[config.mk]
export PLATFORM = sky130hd
export DESIGN_NAME = palette_tint_alpha_blend_core
export DESIGN_NICKNAME = d
export VERILOG_FILES = /design/src/hdl/ptab_pkg.sv /design/src/hdl/ptab_ctrl.sv /design/src/hdl/ptab_tint.sv /design/src/hdl/ptab_blend.sv /design/src/hdl/palette_tint_alpha_blend_core.sv
export SDC_FILE = /design/constraint.sdc
export NUM_CORES = 2
export LEC_CHECK = 0
export BUFFER_PORTS_ARGS = -buffer_cell sky130_fd_sc_hd__clkbuf_2
export CORE_ASPECT_RATIO = 1.5
export CORE_UTILIZATION = 46
export DETAILED_ROUTE_END_ITERATION = 8
export HOLD_SLACK_MARGIN = 0.02
export PLACE_DENSITY = 0.63
export SLEW_MARGIN = 20
export SYNTH_ARGS = -nofsm -noshare
export SYNTH_HDL_FRONTEND = slang
export SYNTH_HIERARCHICAL = 1
export SYNTH_SLANG_ARGS = --single-unit
[constraint.sdc]
create_clock -name clk -period 9.34 [get_ports clk]
set_input_delay 0.934 -clock clk [delete_from_list [all_inputs] [get_ports clk]]
set_output_delay 0.934 -clock clk [all_outputs]
set_load 0.05 [all_outputs]
[src/hdl/ptab_pkg.sv]
`default_nettype none

package ptab_pkg;

	// Channel and palette sizing
	localparam int NUM_CHAN = 3;
	localparam int CHAN_W = 8;
	localparam int RGB_W = NUM_CHAN * CHAN_W;
	localparam logic [CHAN_W-1:0] CHAN_MAX = 8'd255;

	// Datapath widths: sum of three 8x8 products, quotient up to 765,
	// final blend sum up to 1020
	localparam int PROD_W = 2 * CHAN_W;
	localparam int SUM_W = 18;
	localparam int TINT_W = 10;
	localparam int OUT_SUM_W = TINT_W + 1;

	// Pipeline depth, input register through output register
	localparam int NUM_STAGES = 7;

	// Configuration register map
	localparam int CFG_IDX_W = 2;
	localparam logic [CFG_IDX_W-1:0] REG_COLOUR_ONE = 2'd0;
	localparam logic [CFG_IDX_W-1:0] REG_COLOUR_TWO = 2'd1;
	localparam logic [CFG_IDX_W-1:0] REG_COLOUR_THREE = 2'd2;

	typedef logic [NUM_CHAN-1:0][CHAN_W-1:0] rgb_t;

	// Per-stage load enables from the handshake control
	typedef struct packed {
		logic [NUM_STAGES-1:0] en;
	} ptab_pipe_t;

	// Hand-off from the tint section to the blend section
	typedef struct packed {
		logic [NUM_CHAN-1:0][TINT_W-1:0] tint;
		logic [NUM_CHAN-1:0][TINT_W-1:0] ea;
		logic [CHAN_W-1:0] inv_alpha;
		logic present;
	} ptab_mid_t;

	// x/255 estimate: x*257 >> 16, equal to the quotient or one short
	function automatic logic [TINT_W-1:0] div255_est(input logic [SUM_W-1:0] x);
		logic [SUM_W+7:0] t;
		t = {x, 8'b0} + {8'b0, x};
		return t[SUM_W+7:16];
	endfunction

	// Correct the estimate: one step up if the remainder reaches 255
	function automatic logic [TINT_W-1:0] div255_fix(input logic [SUM_W-1:0] x,
			input logic [TINT_W-1:0] q);
		logic [SUM_W-1:0] qm;
		logic [SUM_W-1:0] r;
		qm = {q, 8'b0} - {8'b0, q};
		r = x - qm;
		if (r >= SUM_W'(CHAN_MAX)) begin
			return q + TINT_W'(1);
		end
		return q;
	endfunction

endpackage

`default_nettype wire

[src/hdl/ptab_ctrl.sv]
`default_nettype none

module ptab_ctrl
	import ptab_pkg::*;
(
	input  wire logic       clk,
	input  wire logic       arst_n,
	input  wire logic       in_valid,
	output logic            in_ready,
	output logic            out_valid,
	input  wire logic       out_ready,
	output ptab_pipe_t      pipe
);

	logic [NUM_STAGES-1:0] vld_q;
	logic [NUM_STAGES-1:0] rdy;

	// A stage may load when empty or when the stage after it moves
	always_comb begin
		rdy[NUM_STAGES-1] = !vld_q[NUM_STAGES-1] || out_ready;
		for (int k = NUM_STAGES - 2; k >= 0; k--) begin
			rdy[k] = !vld_q[k] || rdy[k+1];
		end
	end

	// Valid bits travel with the data
	always_ff @(posedge clk or negedge arst_n) begin
		if (!arst_n) begin
			vld_q <= '0;
		end else begin
			if (rdy[0]) begin
				vld_q[0] <= in_valid;
			end
			for (int k = 1; k < NUM_STAGES; k++) begin
				if (rdy[k]) begin
					vld_q[k] <= vld_q[k-1];
				end
			end
		end
	end

	assign in_ready = rdy[0];
	assign out_valid = vld_q[NUM_STAGES-1];
	assign pipe.en = rdy;

endmodule

`default_nettype wire

[src/hdl/ptab_tint.sv]
`default_nettype none

module ptab_tint
	import ptab_pkg::*;
(
	input  wire logic        clk,
	input  wire ptab_pipe_t  pipe,
	input  wire rgb_t        base,
	input  wire rgb_t        emblem,
	input  wire logic [7:0]  alpha,
	input  wire logic        present,
	input  wire rgb_t        col_one,
	input  wire rgb_t        col_two,
	input  wire rgb_t        col_three,
	output ptab_mid_t        mid
);

	// Inverse base channels; base[0] red, [1] green, [2] blue
	logic [CHAN_W-1:0] inv_r, inv_g, inv_b;

	logic [NUM_CHAN-1:0][PROD_W-1:0] prod_a_s1, prod_b_s1, prod_c_s1, ea_prod_s1;
	logic [CHAN_W-1:0] inv_alpha_s1;
	logic present_s1;

	logic [NUM_CHAN-1:0][SUM_W-1:0] sum_s2;
	logic [NUM_CHAN-1:0][PROD_W-1:0] ea_prod_s2;
	logic [CHAN_W-1:0] inv_alpha_s2;
	logic present_s2;

	logic [NUM_CHAN-1:0][SUM_W-1:0] sum_s3;
	logic [NUM_CHAN-1:0][TINT_W-1:0] tint_est_s3;
	logic [NUM_CHAN-1:0][PROD_W-1:0] ea_prod_s3;
	logic [NUM_CHAN-1:0][TINT_W-1:0] ea_est_s3;
	logic [CHAN_W-1:0] inv_alpha_s3;
	logic present_s3;

	ptab_mid_t mid_s4;

	assign inv_r = CHAN_MAX - base[0];
	assign inv_g = CHAN_MAX - base[1];
	assign inv_b = CHAN_MAX - base[2];

	// S1: palette products and emblem*alpha
	always_ff @(posedge clk) begin
		if (pipe.en[0]) begin
			for (int c = 0; c < NUM_CHAN; c++) begin
				prod_a_s1[c] <= inv_g * col_one[c];
				prod_b_s1[c] <= inv_r * col_two[c];
				prod_c_s1[c] <= inv_b * col_three[c];
				ea_prod_s1[c] <= emblem[c] * alpha;
			end
			inv_alpha_s1 <= CHAN_MAX - alpha;
			present_s1 <= present;
		end
	end

	// S2: weighted sum
	always_ff @(posedge clk) begin
		if (pipe.en[1]) begin
			for (int c = 0; c < NUM_CHAN; c++) begin
				sum_s2[c] <= SUM_W'(prod_a_s1[c]) + SUM_W'(prod_b_s1[c])
					+ SUM_W'(prod_c_s1[c]);
			end
			ea_prod_s2 <= ea_prod_s1;
			inv_alpha_s2 <= inv_alpha_s1;
			present_s2 <= present_s1;
		end
	end

	// S3: reciprocal estimate of /255
	always_ff @(posedge clk) begin
		if (pipe.en[2]) begin
			for (int c = 0; c < NUM_CHAN; c++) begin
				tint_est_s3[c] <= div255_est(sum_s2[c]);
				ea_est_s3[c] <= div255_est(SUM_W'(ea_prod_s2[c]));
			end
			sum_s3 <= sum_s2;
			ea_prod_s3 <= ea_prod_s2;
			inv_alpha_s3 <= inv_alpha_s2;
			present_s3 <= present_s2;
		end
	end

	// S4: remainder correction gives exact truncated quotients
	always_ff @(posedge clk) begin
		if (pipe.en[3]) begin
			for (int c = 0; c < NUM_CHAN; c++) begin
				mid_s4.tint[c] <= div255_fix(sum_s3[c], tint_est_s3[c]);
				mid_s4.ea[c] <= div255_fix(SUM_W'(ea_prod_s3[c]), ea_est_s3[c]);
			end
			mid_s4.inv_alpha <= inv_alpha_s3;
			mid_s4.present <= present_s3;
		end
	end

	assign mid = mid_s4;

endmodule

`default_nettype wire

[src/hdl/ptab_blend.sv]
`default_nettype none

module ptab_blend
	import ptab_pkg::*;
(
	input  wire logic        clk,
	input  wire ptab_pipe_t  pipe,
	input  wire ptab_mid_t   mid,
	output rgb_t             pix
);

	logic [NUM_CHAN-1:0][SUM_W-1:0] bl_prod_s5;
	logic [NUM_CHAN-1:0][TINT_W-1:0] tint_s5, ea_s5;
	logic present_s5;

	logic [NUM_CHAN-1:0][SUM_W-1:0] bl_prod_s6;
	logic [NUM_CHAN-1:0][TINT_W-1:0] bl_est_s6, tint_s6, ea_s6;
	logic present_s6;

	logic [NUM_CHAN-1:0][OUT_SUM_W-1:0] total;
	rgb_t pix_s7;

	// S5: tinted * (255 - alpha)
	always_ff @(posedge clk) begin
		if (pipe.en[4]) begin
			for (int c = 0; c < NUM_CHAN; c++) begin
				bl_prod_s5[c] <= SUM_W'(mid.tint[c] * mid.inv_alpha);
			end
			tint_s5 <= mid.tint;
			ea_s5 <= mid.ea;
			present_s5 <= mid.present;
		end
	end

	// S6: reciprocal estimate of /255
	always_ff @(posedge clk) begin
		if (pipe.en[5]) begin
			for (int c = 0; c < NUM_CHAN; c++) begin
				bl_est_s6[c] <= div255_est(bl_prod_s5[c]);
			end
			bl_prod_s6 <= bl_prod_s5;
			tint_s6 <= tint_s5;
			ea_s6 <= ea_s5;
			present_s6 <= present_s5;
		end
	end

	// Correct, add emblem term or pass tint through
	always_comb begin
		for (int c = 0; c < NUM_CHAN; c++) begin
			if (present_s6) begin
				total[c] = OUT_SUM_W'(ea_s6[c])
					+ OUT_SUM_W'(div255_fix(bl_prod_s6[c], bl_est_s6[c]));
			end else begin
				total[c] = OUT_SUM_W'(tint_s6[c]);
			end
		end
	end

	// S7: saturate into the output register
	always_ff @(posedge clk) begin
		if (pipe.en[6]) begin
			for (int c = 0; c < NUM_CHAN; c++) begin
				pix_s7[c] <= (total[c] > OUT_SUM_W'(CHAN_MAX)) ? CHAN_MAX
					: total[c][CHAN_W-1:0];
			end
		end
	end

	assign pix = pix_s7;

endmodule

`default_nettype wire

[src/hdl/palette_tint_alpha_blend_core.sv]
// Palette tint and alpha blend, one pixel per word. The three inverted base
// channels weight three palette colours, the weighted sum is divided by 255,
// and where an emblem pixel is present it is laid over the tinted value with
// its alpha; each output channel saturates at 255. A seven-stage pipeline
// accepts one pixel every clock while out_ready is high; every
// division by 255 is a reciprocal estimate in one stage and a remainder
// correction in the next. When out_ready is low, words collect in the empty
// stages ahead of the output register before in_ready drops. Palette writes
// are always accepted (cfg_ready stays high) and are meant for times when
// no pixel is in flight; indexes past the third register are ignored.

`default_nettype none

module palette_tint_alpha_blend_core
	import ptab_pkg::*;
(
	input  wire logic                 clk,
	input  wire logic                 arst_n,

	input  wire logic                 cfg_valid,
	output logic                      cfg_ready,
	input  wire logic [CFG_IDX_W-1:0] cfg_index,
	input  wire logic [RGB_W-1:0]     cfg_data,

	input  wire logic                 in_valid,
	output logic                      in_ready,
	input  wire logic [7:0]           base_red,
	input  wire logic [7:0]           base_green,
	input  wire logic [7:0]           base_blue,
	input  wire logic [7:0]           emblem_red,
	input  wire logic [7:0]           emblem_green,
	input  wire logic [7:0]           emblem_blue,
	input  wire logic [7:0]           emblem_alpha,
	input  wire logic                 emblem_present,

	output logic                      out_valid,
	input  wire logic                 out_ready,
	output logic [7:0]                out_red,
	output logic [7:0]                out_green,
	output logic [7:0]                out_blue
);

	logic [RGB_W-1:0] colour_one_q, colour_two_q, colour_three_q;
	rgb_t col_one, col_two, col_three;
	rgb_t base, emblem, pix;
	ptab_pipe_t pipe;
	ptab_mid_t mid;

	// Palette registers
	always_ff @(posedge clk or negedge arst_n) begin
		if (!arst_n) begin
			colour_one_q <= '0;
			colour_two_q <= '0;
			colour_three_q <= '0;
		end else if (cfg_valid) begin
			case (cfg_index)
				REG_COLOUR_ONE:   colour_one_q <= cfg_data;
				REG_COLOUR_TWO:   colour_two_q <= cfg_data;
				REG_COLOUR_THREE: colour_three_q <= cfg_data;
				default: ;
			endcase
		end
	end

	assign cfg_ready = 1'b1;

	// Channel lanes: [0] red, [1] green, [2] blue
	always_comb begin
		for (int c = 0; c < NUM_CHAN; c++) begin
			col_one[c] = colour_one_q[(NUM_CHAN-1-c)*CHAN_W +: CHAN_W];
			col_two[c] = colour_two_q[(NUM_CHAN-1-c)*CHAN_W +: CHAN_W];
			col_three[c] = colour_three_q[(NUM_CHAN-1-c)*CHAN_W +: CHAN_W];
		end
	end

	assign base[0] = base_red;
	assign base[1] = base_green;
	assign base[2] = base_blue;
	assign emblem[0] = emblem_red;
	assign emblem[1] = emblem_green;
	assign emblem[2] = emblem_blue;

	ptab_ctrl u_ctrl (
		.clk       (clk),
		.arst_n    (arst_n),
		.in_valid  (in_valid),
		.in_ready  (in_ready),
		.out_valid (out_valid),
		.out_ready (out_ready),
		.pipe      (pipe)
	);

	ptab_tint u_tint (
		.clk       (clk),
		.pipe      (pipe),
		.base      (base),
		.emblem    (emblem),
		.alpha     (emblem_alpha),
		.present   (emblem_present),
		.col_one   (col_one),
		.col_two   (col_two),
		.col_three (col_three),
		.mid       (mid)
	);

	ptab_blend u_blend (
		.clk  (clk),
		.pipe (pipe),
		.mid  (mid),
		.pix  (pix)
	);

	assign out_red = pix[0];
	assign out_green = pix[1];
	assign out_blue = pix[2];

endmodule

`default_nettype wire

==> run metrics <==
status finished clean; Sink Count slightly above 900; Peak Freq 0.151 GHz; vias per cell around 5.2; Arr. time, crit path around 7.0 ns; Worst EP required approximately 9.8 ns; most frequent CP cell a21oi_1; Max Transition Viols Final 0; post-layout min period 6.62 ns; Mapped Nets just over 9000; fill count about 16000; period utilization 0.709; Synth Area in Simple Gates 0.142; largest net degree at the start of global routing 79; I/O Pins between 100 and 150; worst r2r dst u_blend/pix[3]$_SDFFCE_PN1P_; area of the die 0.175 mm²; clock skew 0.0507 ns; port buffer count about 110; startpoint types flip-flop; max incr delay on CP roughly 0.57 ns; fraction of layout cells with a size suffix above 1 0.0565; RePlAce Congestion about 0.86; clk root buf clkbuf_16; core area 0.172 mm²; Hold WC Path Type in2async; GRT overflow 0; number of synthesized register bits 912; cts hold-fix bufs 0; drt total wl about 170 mm; Place WS about 2.7 ns; via count 51600; crit path cell chain fa_1, inv_1, ha_1, o21ai_0, a21oi_1, a2111oi_0, nand4_1, a211oi_1, or4b_1, nor4_1, and4_1, mux2_1, fa_1, a21oi_1, nor2_1, nor2_1, o21bai_1, a21oi_1, o21bai_1, a21oi_1, a21oi_1, o32ai_1, nand2_1; vias in the first global route 55200; DRC 0; Worst path top cell family by delay compound AO/OA/AOI/OAI gates; FP Rows between 150 and 200; CTS tree done; asr flop ratio synth 0.0866; initial DRC count 1921; Post-Layout Cell Count 9851; multi-input logic area ~0.047 mm²; CP max-delay cell fa_1; Die X 342 µm; antenna violations before repair 8; crit end category flip-flop; sequential cell area about 0.027 mm²; Worst R2R Path Depth 23; GRT Util Overall 0.197; Initial Utilization 0.464; RSZ-0062 raised after global routing false; crit path max fanout 10; drt wl/cell 17.1 µm; Synth Area in XOR/XNOR 0.0472; distinct cell type count after synthesis 99; Most used DFF post-synth edfxtp_1; Crit Path Category reg2reg; Clock Path Buffers 3; Synth Area in Compound Gates 0.0732; post-synthesis mux area share 0.0155; Mapped Avg Cell Area 10.7 µm²; final worst slack 2.72 ns; Post-synth EDFFs 833; reg-to-reg slack, setup ~2.7 ns; Die Ht around 500 µm; setup violators final 0; worst-skew pair later-pin latency between 0.7 and 0.8 ns; DRT antenna net count 0; headroom to the max-slew limit 0.351; number of setup buffers added after CTS 0; Final Hold Vio Count 0; largest family of logic cells by synthesized area adder cells; Synth Warn # 6; CTS Buf Count 95; setup TNS 0 ns; P&R area growth vs syn 8.06%; Final HPWL DP between 100 and 150 mm; Detailed Routing Iterations Pass 1 5; Clock Pin Slew Worst Setup and Hold Paths roughly 0.06 ns; post-synthesis sequential area ratio 0.339; number of max-cap violations 0; most common cell after layout, fill and taps aside inv_1; H-tree Lvls 3; CP Buf/Inv Count 1; most frequent cells in the layout inv_1 (1237), ha_1 (984), edfxtp_1 (833), fa_1 (645), nor2b_1 (576); CTS resizes 0; Worst-Margin Slew between 0.9 and 1 ns; Worst R2R Start u_blend/bl_est_s6[1]$_DFFE_PP_; first-pass GRT wire length between 200 and 300 mm; Final nets 9224; placed cell count between 9000 and 10000; Synth Area in Adders 0.317; Cell Area, Synth a little under 0.08 mm²; Mapped Cells 7405
==> routing by layer <==
layer / vias up / wire (µm) / part of all wire / global-route usage
li1: 25000 / - / - / -
met5: - / 15 / 0.000089 / 0
met2: 856 / 91900 / 0.54 / 0.381
met1: 25500 / 66100 / 0.39 / 0.216
met4: 2 / 6530 / 0.039 / 0.0823
met3: 310 / 4250 / 0.025 / 0.0169
==> through the flow <==
step                      cell area (µm²)  hold WS (ns)   util
after global placement              82600         0.400  0.482
after global routing                86000         0.189  0.501
after detailed placement            82600         0.405  0.482
after floorplan                     79600         0.400      -
after CTS                           86000         0.131  0.501
final                               86000         0.175  0.501
==> layout make-up <==
cell class | count | area share
multi-input combinational | 5120 | 0.551
sequential | 912 | 0.314
inverter | 1238 | 0.0541
tap | 2256 | 0.0328
clock buffer | 112 | 0.0286
clock inverter | 65 | 0.0101
timing repair buffer | 140 | 0.00905
antenna | 8 | 0.000233
==> flip-flops by register name (all words and copies together), names as in the netlist, 54 cells and up <==
name / flops
u_blend/bl_prod_s6: 54
u_blend/bl_prod_s5: 54
u_tint/mid: 69
u_tint/sum_s3: 54
u_tint/sum_s2: 54
==> how the worst max path moves through the flow <==
stage                                      to                            from  cells after the start
2_1_floorplan  u_blend/bl_est_s6[0]$_DFFE_PP_                       out_ready                      1
3_3_place_gp     u_blend/pix[7]$_SDFFCE_PN1P_  u_blend/bl_est_s6[1]$_DFFE_PP_                     23
3_5_place_dp     u_blend/pix[3]$_SDFFCE_PN1P_  u_blend/bl_est_s6[1]$_DFFE_PP_                     23
4_1_cts          u_blend/pix[3]$_SDFFCE_PN1P_  u_blend/bl_est_s6[1]$_DFFE_PP_                     23
5_1_grt          u_blend/pix[3]$_SDFFCE_PN1P_  u_blend/bl_est_s6[1]$_DFFE_PP_                     22
6_report         u_blend/pix[3]$_SDFFCE_PN1P_  u_blend/bl_est_s6[1]$_DFFE_PP_                     23
==> cells in the mapped netlist, drive strengths merged, types with 14 or more instances <==
library cell / instances / share of area
nor2b: 576 / 0.045
a31oi: 31 / 0.0024
a211oi: 24 / 0.0024
o21a: 51 / 0.0048
and3: 35 / 0.0028
xor2: 101 / 0.011
edfxtp: 833 / 0.31
mux2i: 23 / 0.0029
or2: 20 / 0.0016
a31o: 16 / 0.0018
ha: 984 / 0.15
nand4: 34 / 0.0027
o2111ai: 14 / 0.0015
nand2: 343 / 0.016
o31ai: 15 / 0.0015
o21ai: 208 / 0.013
clkbuf: 119 / 0.0059
nand2b: 164 / 0.013
a21boi: 21 / 0.0020
nor4: 18 / 0.0016
nor2: 271 / 0.013
buf: 16 / 0.0014
o41a: 14 / 0.0020
mux2: 89 / 0.013
and2: 316 / 0.025
or3: 22 / 0.0017
a21o: 85 / 0.0080
xnor2: 328 / 0.036
a2111oi: 19 / 0.0026
nor3b: 15 / 0.0016
o41ai: 18 / 0.0020
fa: 645 / 0.16
dfrtp: 79 / 0.025
o21bai: 27 / 0.0025
nand3: 91 / 0.0057
inv: 1238 / 0.058
a21oi: 232 / 0.015
nor3: 101 / 0.0064
o211ai: 20 / 0.0019
==> worst register-to-register path, cell delays in order, from the launching register on <==
cell and delay [ns]:
edfxtp_1 0.48, fa_1 0.57, inv_1 0.05, ha_1 0.39, o21ai_0 0.18, a21oi_1 0.08
a2111oi_0 0.46, nand4_1 0.15, a211oi_1 0.21, or4b_1 0.45, nor4_1 0.29, and4_1 0.49
mux2_1 0.41, fa_1 0.45, a21oi_1 0.15, nor2_1 0.05, nor2_1 0.15, o21bai_1 0.09
a21oi_1 0.25, o21bai_1 0.12, a21oi_1 0.15, a21oi_1 0.05, o32ai_1 0.47, nand2_1 0.16
==> cells by family (layout without fill, tap and decap cells) <==
group,count (synthesis),count (layout)
AND/OR/NAND/NOR,2065,2065
multiplexers,112,112
adder cells (fa/ha/maj),1629,1629
AO/OA/AOI/OAI,884,884
flip-flops,912,912
buffers and inverters,1373,1555
XOR/XNOR,429,429
other,1,9
Power is left out: the tool's default activity adds up to more than one toggle a clock period on the data nets, which glitch-free logic cannot reach.
